**src/hw/rtl/neighbor_capacity_admission_top_assert.svh**
```systemverilog
// Assertion macros for the neighbor capacity admission block.
// Used by neighbor_capacity_admission_top; no other dependencies.
`ifndef NEIGHBOR_CAPACITY_ADMISSION_TOP_ASSERT_SVH
`define NEIGHBOR_CAPACITY_ADMISSION_TOP_ASSERT_SVH

// Same-cycle implication, checked outside reset.
`define NCA_ASSERT_NOW(label, clk, rst_n, ante, cons) \
  label: assert property (@(posedge clk) disable iff (!rst_n) (ante) |-> (cons)) \
    else $error("nca assertion failed: same-cycle implication");

// Next-cycle implication, checked outside reset.
`define NCA_ASSERT_NEXT(label, clk, rst_n, ante, cons) \
  label: assert property (@(posedge clk) disable iff (!rst_n) (ante) |=> (cons)) \
    else $error("nca assertion failed: next-cycle implication");

`endif

```
**src/hw/rtl/nca_pkg.sv**
```systemverilog
// Shared types and constants for the neighbor capacity admission block.
// Used by nca_cell, neighbor_capacity_admission_top and the testbench; no dependencies.
package nca_pkg;

  localparam int MAX_NEIGHBORS = 4;

  localparam int ADDR_W    = 64;
  localparam int RATE_W    = 24;
  localparam int CAP_W     = 28;
  localparam int CNT_W     = $clog2(MAX_NEIGHBORS + 1);
  localparam int SUM_W     = RATE_W + $clog2(MAX_NEIGHBORS + 1);
  localparam int OWN_W     = RATE_W + $clog2(MAX_NEIGHBORS + 2);
  localparam int CALC_W    = OWN_W + 3;
  localparam int NUM_SAT   = 4;
  localparam int SAT_IDX_W = 2;
  localparam int CFG_IDX_W = 3;
  localparam int CFG_W     = 64;

  localparam int CAP_NO_NEIGHBORS = 2559744;
  localparam int CAP_MIN          = -134217728;
  localparam int CAP_MAX          = 134217727;

  // Configuration register indexes.
  localparam logic [CFG_IDX_W-1:0] CFG_MY_ADDRESS     = 3'd0;
  localparam logic [CFG_IDX_W-1:0] CFG_SAT_RATE_ONE   = 3'd1;
  localparam logic [CFG_IDX_W-1:0] CFG_SAT_RATE_TWO   = 3'd2;
  localparam logic [CFG_IDX_W-1:0] CFG_SAT_RATE_THREE = 3'd3;
  localparam logic [CFG_IDX_W-1:0] CFG_SAT_RATE_FOUR  = 3'd4;

  // Request kinds.
  localparam logic KIND_HEARTBEAT = 1'b0;
  localparam logic KIND_QUERY     = 1'b1;

  localparam logic [RATE_W-1:0] SAT_RATE_ONE_RST   = 24'd39268;
  localparam logic [RATE_W-1:0] SAT_RATE_TWO_RST   = 24'd38707;
  localparam logic [RATE_W-1:0] SAT_RATE_THREE_RST = 24'd39539;
  localparam logic [RATE_W-1:0] SAT_RATE_FOUR_RST  = 24'd28524;

  typedef struct packed {
    logic              kind;
    logic [ADDR_W-1:0] sender_address;
    logic [RATE_W-1:0] rate;
    logic [ADDR_W-1:0] downstream_address;
  } nca_in_t;

  typedef struct packed {
    logic signed [CAP_W-1:0] capacity;
    logic                    rejected;
    logic                    table_full;
  } nca_out_t;

  // Token that walks the row of table cells, one cell per cycle.
  typedef struct packed {
    logic              vld;
    logic [ADDR_W-1:0] sender;
    logic [RATE_W-1:0] rate;
    logic [ADDR_W-1:0] downstream;
    logic              hit;
    logic              added;
    logic [SUM_W-1:0]  total;
    logic [OWN_W-1:0]  own;
  } nca_tok_t;

endpackage

```
**src/hw/rtl/nca_cell.sv**
```systemverilog
// One neighbor table entry plus its stage of the update and summing pass.
// Depends on nca_pkg.
module nca_cell (
  input  logic                      clk,
  input  logic                      rst_n,
  input  logic [nca_pkg::CNT_W-1:0] cell_idx,
  input  logic [nca_pkg::CNT_W-1:0] count,
  input  logic [nca_pkg::ADDR_W-1:0] my_address,
  input  nca_pkg::nca_tok_t         tok_in,
  output nca_pkg::nca_tok_t         tok_out
);
  import nca_pkg::*;

  logic [ADDR_W-1:0] address_r;
  logic [RATE_W-1:0] rate_r;
  logic [ADDR_W-1:0] downstream_r;
  nca_tok_t          tok_r;
  nca_tok_t          tok_nxt;

  logic              occupied;
  logic              free_slot;
  logic              open_req;
  logic              hit_here;
  logic              add_here;
  logic              wr_en;
  logic              counted;
  logic [RATE_W-1:0] eff_rate;
  logic [ADDR_W-1:0] eff_downstream;

  // Entries fill from index zero, so the first unused slot sits at the count.
  assign occupied  = cell_idx < count;
  assign free_slot = cell_idx == count;
  assign open_req  = tok_in.vld && !tok_in.hit && !tok_in.added;
  assign hit_here  = open_req && occupied && (address_r == tok_in.sender);
  assign add_here  = open_req && free_slot;
  assign wr_en     = hit_here || add_here;
  assign counted   = occupied || add_here;

  assign eff_rate       = wr_en ? tok_in.rate : rate_r;
  assign eff_downstream = wr_en ? tok_in.downstream : downstream_r;

  always_comb begin
    tok_nxt       = tok_in;
    tok_nxt.hit   = tok_in.hit || hit_here;
    tok_nxt.added = tok_in.added || add_here;
    if (tok_in.vld && counted) begin
      tok_nxt.total = tok_in.total + SUM_W'(eff_rate);
      if (eff_downstream == my_address) begin
        tok_nxt.own = tok_in.own + OWN_W'(eff_rate);
      end
    end
  end

  always_ff @(posedge clk) begin
    if (!rst_n) begin
      tok_r <= '0;
    end else begin
      tok_r <= tok_nxt;
    end
  end

  always_ff @(posedge clk) begin
    if (wr_en) begin
      address_r    <= tok_in.sender;
      rate_r       <= tok_in.rate;
      downstream_r <= tok_in.downstream;
    end
  end

  assign tok_out = tok_r;

endmodule

```
**src/hw/rtl/neighbor_capacity_admission_top.sv**
```systemverilog
// Top level of the neighbor capacity admission block.
// Depends on nca_pkg, nca_cell and neighbor_capacity_admission_top_assert.svh.
//
// A heartbeat request walks a row of MAX_NEIGHBORS table cells, one cell per
// cycle, updating or appending its entry and summing rates on the way. The
// result strobe is registered after the launch register and one register in
// each cell, with the capacity stage registered straight into the result. busy
// drops with that strobe, so the next request can be accepted while it is high.
// A query request is answered in the cycle after acceptance from the stored
// capacity and leaves busy low, so another request may follow at once. out_valid
// is high for exactly one cycle per request and the receiver cannot stall it.
// Configuration writes must be made only while no request is in flight.
`include "neighbor_capacity_admission_top_assert.svh"

module neighbor_capacity_admission_top (
  input  logic                          clk,
  input  logic                          rst_n,
  input  logic                          start,
  output logic                          busy,
  input  nca_pkg::nca_in_t              in_item,
  output logic                          out_valid,
  output nca_pkg::nca_out_t             out_item,
  input  logic                          cfg_we,
  input  logic [nca_pkg::CFG_IDX_W-1:0] cfg_index,
  input  logic [nca_pkg::CFG_W-1:0]     cfg_wdata
);
  import nca_pkg::*;

  localparam logic signed [CALC_W-1:0] CALC_MIN = CALC_W'(CAP_MIN);
  localparam logic signed [CALC_W-1:0] CALC_MAX = CALC_W'(CAP_MAX);

  logic [ADDR_W-1:0]       my_address_r;
  logic [RATE_W-1:0]       sat_rate_r [NUM_SAT];
  logic [CNT_W-1:0]        count_r;
  logic [CNT_W-1:0]        count_nxt;
  logic signed [CAP_W-1:0] local_cap_r;
  logic signed [CAP_W-1:0] cap_nxt;
  logic                    busy_r;
  logic                    out_valid_r;
  nca_out_t                out_r;
  nca_tok_t                launch_r;
  nca_tok_t                tok_w [MAX_NEIGHBORS+1];
  nca_tok_t                tok_last;

  logic                    in_accept;
  logic                    hb_accept;
  logic                    q_accept;
  logic [RATE_W-1:0]       sat_sel;
  logic signed [CALC_W-1:0] diff;
  logic                    q_reject;

  assign in_accept = start && !busy_r;
  assign hb_accept = in_accept && (in_item.kind == KIND_HEARTBEAT);
  assign q_accept  = in_accept && (in_item.kind == KIND_QUERY);

  assign tok_w[0] = launch_r;

  for (genvar i = 0; i < MAX_NEIGHBORS; i++) begin : g_cell
    nca_cell u_cell (
      .clk        (clk),
      .rst_n      (rst_n),
      .cell_idx   (CNT_W'(i)),
      .count      (count_r),
      .my_address (my_address_r),
      .tok_in     (tok_w[i]),
      .tok_out    (tok_w[i+1])
    );
  end

  assign tok_last = tok_w[MAX_NEIGHBORS];

  // Final stage: saturation rate for the new count minus both sums.
  always_comb begin
    count_nxt = count_r + CNT_W'(tok_last.added);
    sat_sel   = sat_rate_r[SAT_IDX_W'(count_nxt - CNT_W'(1))];
    diff      = $signed({{(CALC_W-RATE_W){1'b0}}, sat_sel})
              - $signed({{(CALC_W-SUM_W){1'b0}}, tok_last.total})
              - $signed({{(CALC_W-OWN_W){1'b0}}, tok_last.own});
    if (count_nxt == '0) begin
      cap_nxt = CAP_W'(CAP_NO_NEIGHBORS);
    end else if (diff < CALC_MIN) begin
      cap_nxt = CAP_W'(CAP_MIN);
    end else if (diff > CALC_MAX) begin
      cap_nxt = CAP_W'(CAP_MAX);
    end else begin
      cap_nxt = diff[CAP_W-1:0];
    end
  end

  // The unsigned requested rate is compared against the signed capacity.
  assign q_reject = $signed({1'b0, {(CAP_W-RATE_W){1'b0}}, in_item.rate})
                  > $signed({local_cap_r[CAP_W-1], local_cap_r});

  always_ff @(posedge clk) begin
    if (!rst_n) begin
      my_address_r  <= '0;
      sat_rate_r[0] <= SAT_RATE_ONE_RST;
      sat_rate_r[1] <= SAT_RATE_TWO_RST;
      sat_rate_r[2] <= SAT_RATE_THREE_RST;
      sat_rate_r[3] <= SAT_RATE_FOUR_RST;
    end else if (cfg_we) begin
      case (cfg_index)
        CFG_MY_ADDRESS:     my_address_r  <= cfg_wdata[ADDR_W-1:0];
        CFG_SAT_RATE_ONE:   sat_rate_r[0] <= cfg_wdata[RATE_W-1:0];
        CFG_SAT_RATE_TWO:   sat_rate_r[1] <= cfg_wdata[RATE_W-1:0];
        CFG_SAT_RATE_THREE: sat_rate_r[2] <= cfg_wdata[RATE_W-1:0];
        CFG_SAT_RATE_FOUR:  sat_rate_r[3] <= cfg_wdata[RATE_W-1:0];
        default: begin
        end
      endcase
    end
  end

  always_ff @(posedge clk) begin
    if (!rst_n) begin
      count_r     <= '0;
      local_cap_r <= CAP_W'(CAP_NO_NEIGHBORS);
      busy_r      <= 1'b0;
      out_valid_r <= 1'b0;
      out_r       <= '0;
      launch_r    <= '0;
    end else begin
      out_valid_r  <= 1'b0;
      launch_r.vld <= 1'b0;
      if (hb_accept) begin
        busy_r              <= 1'b1;
        launch_r.vld        <= 1'b1;
        launch_r.sender     <= in_item.sender_address;
        launch_r.rate       <= in_item.rate;
        launch_r.downstream <= in_item.downstream_address;
        launch_r.hit        <= 1'b0;
        launch_r.added      <= 1'b0;
        launch_r.total      <= '0;
        // The heartbeat's own rate seeds the own-traffic sum.
        launch_r.own        <= OWN_W'(in_item.rate);
      end
      if (q_accept) begin
        out_valid_r         <= 1'b1;
        out_r.capacity      <= local_cap_r;
        out_r.rejected      <= q_reject;
        out_r.table_full    <= 1'b0;
      end
      if (tok_last.vld) begin
        busy_r           <= 1'b0;
        count_r          <= count_nxt;
        local_cap_r      <= cap_nxt;
        out_valid_r      <= 1'b1;
        out_r.capacity   <= cap_nxt;
        out_r.rejected   <= 1'b0;
        out_r.table_full <= !tok_last.hit && !tok_last.added;
      end
    end
  end

  assign busy      = busy_r;
  assign out_valid = out_valid_r;
  assign out_item  = out_r;

  `NCA_ASSERT_NEXT(a_hb_sets_busy, clk, rst_n, hb_accept, busy_r)
  `NCA_ASSERT_NEXT(a_pass_ends_in_result, clk, rst_n, tok_last.vld, out_valid_r && !busy_r)
  `NCA_ASSERT_NOW(a_full_only_on_full_table, clk, rst_n, out_valid_r && out_r.table_full,
                  count_r == CNT_W'(MAX_NEIGHBORS))
  `NCA_ASSERT_NOW(a_count_in_range, clk, rst_n, 1'b1, count_r <= CNT_W'(MAX_NEIGHBORS))
  `NCA_ASSERT_NOW(a_reject_not_full, clk, rst_n, out_valid_r && out_r.rejected,
                  !out_r.table_full)

endmodule

```
**config.mk**
```make
export PLATFORM = sky130hd
export DESIGN_NAME = neighbor_capacity_admission_top
export DESIGN_NICKNAME = d
export VERILOG_FILES = /design/src/hw/rtl/nca_pkg.sv /design/src/hw/rtl/nca_cell.sv /design/src/hw/rtl/neighbor_capacity_admission_top.sv
export VERILOG_INCLUDE_DIRS = /design/src /design/src/hw/rtl
export SDC_FILE = /design/constraint.sdc
export NUM_CORES = 2
export LEC_CHECK = 0
export ABC_CLOCK_PERIOD_IN_PS = 12100
export BUFFER_PORTS_ARGS = -buffer_cell sky130_fd_sc_hd__buf_2
export CORE_MARGIN = 4
export CORE_UTILIZATION = 53
export CTS_CLUSTER_DIAMETER = 120
export DETAILED_ROUTE_END_ITERATION = 8
export PLACE_DENSITY = 0.81
export SYNTH_ARGS = -nofsm -noshare
export SYNTH_HDL_FRONTEND = slang
export SYNTH_HIERARCHICAL = 1
export SYNTH_SLANG_ARGS = --single-unit
```
**constraint.sdc**
```tcl
create_clock -name clk -period 12.1 [get_ports clk]
set_clock_uncertainty 0.2 [all_clocks]
set_input_delay 2.42 -clock clk [delete_from_list [all_inputs] [get_ports clk]]
set_output_delay 2.42 -clock clk [all_outputs]
set_load 0.01 [all_outputs]
```
==> run metrics <==
status=complete, no violations; Slew Limit Fails=0; hpwl dp=212000 um; drt via density=6.03; CTS tree=built; Crit-path slowest cell=nor4b_4; reg-to-reg startpoint=count_r[0]; Detailed Route WL=279000 um; largest net degree at the start of global routing=176; Nets=9209; Ports=256; Setup Buffers After CTS=0; Die Y-Extent=394 um; Post-Route Setup TNS=0 ns; Critical Path RT=12.59 ns; Clk Latency, worst-skew pair=0.84 ns; met3 WL post-DR=20400 um; first-pass GRT wire length=408000 um; cts repair resizes=0; commonest cells after routing, fill and taps aside=dfxtp_1, nand2_1, a21oi_1, and2_1, xnor2_1; Worst EP arrival=8.53 ns; fill count=12400; path depth of the worst reg2reg path=25; wl on met1=107000 um; Syn Area/Cell=9.41 um^2; grt ovf=0; vias in the first global route=63800; Max IR drop VDD=0.149 mV; CTS Buf Count=169; Core ar.=148000 um^2; post-place setup slack=4.08 ns; Max Used Layer=met5; Syn Inst Count=8397; # H-tree levels=4; sequential power share=0.469; share of layout cells above drive strength 1=0.109; post-layout min period=8.04 ns; unrepaired setup endpoints after global routing=no; Antenna Nets Post-Route=0; drt drc=0; mapped cell area=79000 um^2; Hold Path End=g_cell[0].u_cell/downstream_r[34]; worst hold stages=2; die area=155000 um^2; Int Pwr=0.00943 W; Worst setup SP type=flip-flop; endpoints failing setup=0; delay-heaviest family, CP=compound AO/OA/AOI/OAI gates; slew margin rel.=0.128; P_sw=0.00320 W; crit path capture type=flip-flop; RR Endpoint=local_cap_r[8]; Routed WL per cell=25.9 um; Non-Filler Instances=10800; Switching Share=0.253; clock group share of total power=0.441; initial core utilization=0.534; Die X-Extent=394 um; Pre-antenna DRT Iters=6; combinational group share of total power=0.090; Post-CTS Hold Buffers=0; P_leak=35.4 nW; final period utilization=0.664; Max stage delay on crit path=0.92 ns; Via Count=65000; DRT iter0 DRCs=5951; Yosys warnings=6; max-cap violations=0; FF-to-FF setup slack=4.06 ns; final worst-path setup slack=4.06 ns; Total Power=0.0126 W; Post-Place Cells=10500; Fin. Hold Viols=0; gp weighted congestion=1.01; # rows=141; Slew @ Worst Pin=1.28 ns; pwr dens=142 nW/um^2; area delta synth->final=12.4%; crit path kind=reg2reg; CTS clk-pin slew, worst paths=0.06 ns; most common cell after layout, fill and taps aside=dfxtp_1; Root Driver=clkbuf_16; HP Start=g_cell[0].u_cell/downstream_r[34]; CTS Sinks=1668; clock tree buffer depth=3; IO buf count=255; worst path bufs/invs=5; Total GRT Usage=0.347; Hold Path Class=reg2reg; met2 WL=131000 um; Max FO, Critical Path=26; fmax=0.124 GHz; initial antenna violation count=19
## how the worst max path moves through the flow
stage,endpoint,depth (start not counted),startpoint,slack (ns)
2_1_floorplan,g_cell[0].u_cell/tok_out[24],22,g_cell[0].u_cell/address_r[25],5.00
3_3_place_gp,local_cap_r[8],25,count_r[0],4.06
3_5_place_dp,local_cap_r[8],25,count_r[0],4.08
4_1_cts,local_cap_r[18],25,count_r[0],4.00
5_1_grt,local_cap_r[18],27,count_r[0],3.30
6_report,local_cap_r[8],25,count_r[0],4.06
## final cells by class
class / instances / area [um^2] / share of cell area
Clock inverter: 84 / 1340 / 0.0151
Antenna cell: 11 / 27.5 / 0.000310
Inverter: 375 / 1420 / 0.0160
Timing Repair Buffer: 375 / 2210 / 0.0249
Multi-Input combinational cell: 6104 / 39800 / 0.448
Sequential cell: 1668 / 36900 / 0.416
Clock buffer: 228 / 4700 / 0.0529
Tap cell: 1930 / 2410 / 0.0272
## through the flow
| step | hold slack [ns] | util | area [um^2] |
|---|---|---|---|
| 5_1_grt | 0.258 | 0.600 | 88800 |
| 2_1_floorplan | 0.221 | - | 79300 |
| 3_5_place_dp | 0.237 | 0.559 | 82800 |
| 3_3_place_gp | 0.232 | 0.559 | 82800 |
| 4_1_cts | 0.247 | 0.600 | 88800 |
| 6_report | 0.244 | 0.600 | 88800 |
## flip-flops by register name, summed over array words and instances (netlist names)
signal                      count
my_address_r                   64
out_item                       30
g_cell.u_cell/rate_r           96
g_cell.u_cell/tok_out         684
busy                            1
count_r                         3
local_cap_r                    28
g_cell.u_cell/downstream_r    256
sat_rate_r                     96
g_cell.u_cell/address_r       256
launch_r                      153
out_valid                       1
## routing by layer
layer	vias up	global-route usage
li1	29900	-
met1	31200	0.418
met2	3058	0.579
met3	852	0.0598
met4	4	0.216
met5	-	0
## power groups by stage
stage / Combinational [W] / Clock [W] / Sequential (W)
final: 0.00114 / 0.00557 / 0.00593
after global routing: 0.00123 / 0.00586 / 0.00593
after CTS: 0.00111 / 0.00562 / 0.00592
after detailed placement: 0.00111 / 0 / 0.00605
after global placement: 0.00110 / 0 / 0.00604
after floorplan: 0.000738 / 0 / 0.00599
## tightest hold or removal path: stages (launching register included)
cell and delay, ns:
dfxtp_1 0.31, nand2_1 0.05, nand2_1 0.04
Note: power is estimated with default switching activity, not from simulation.
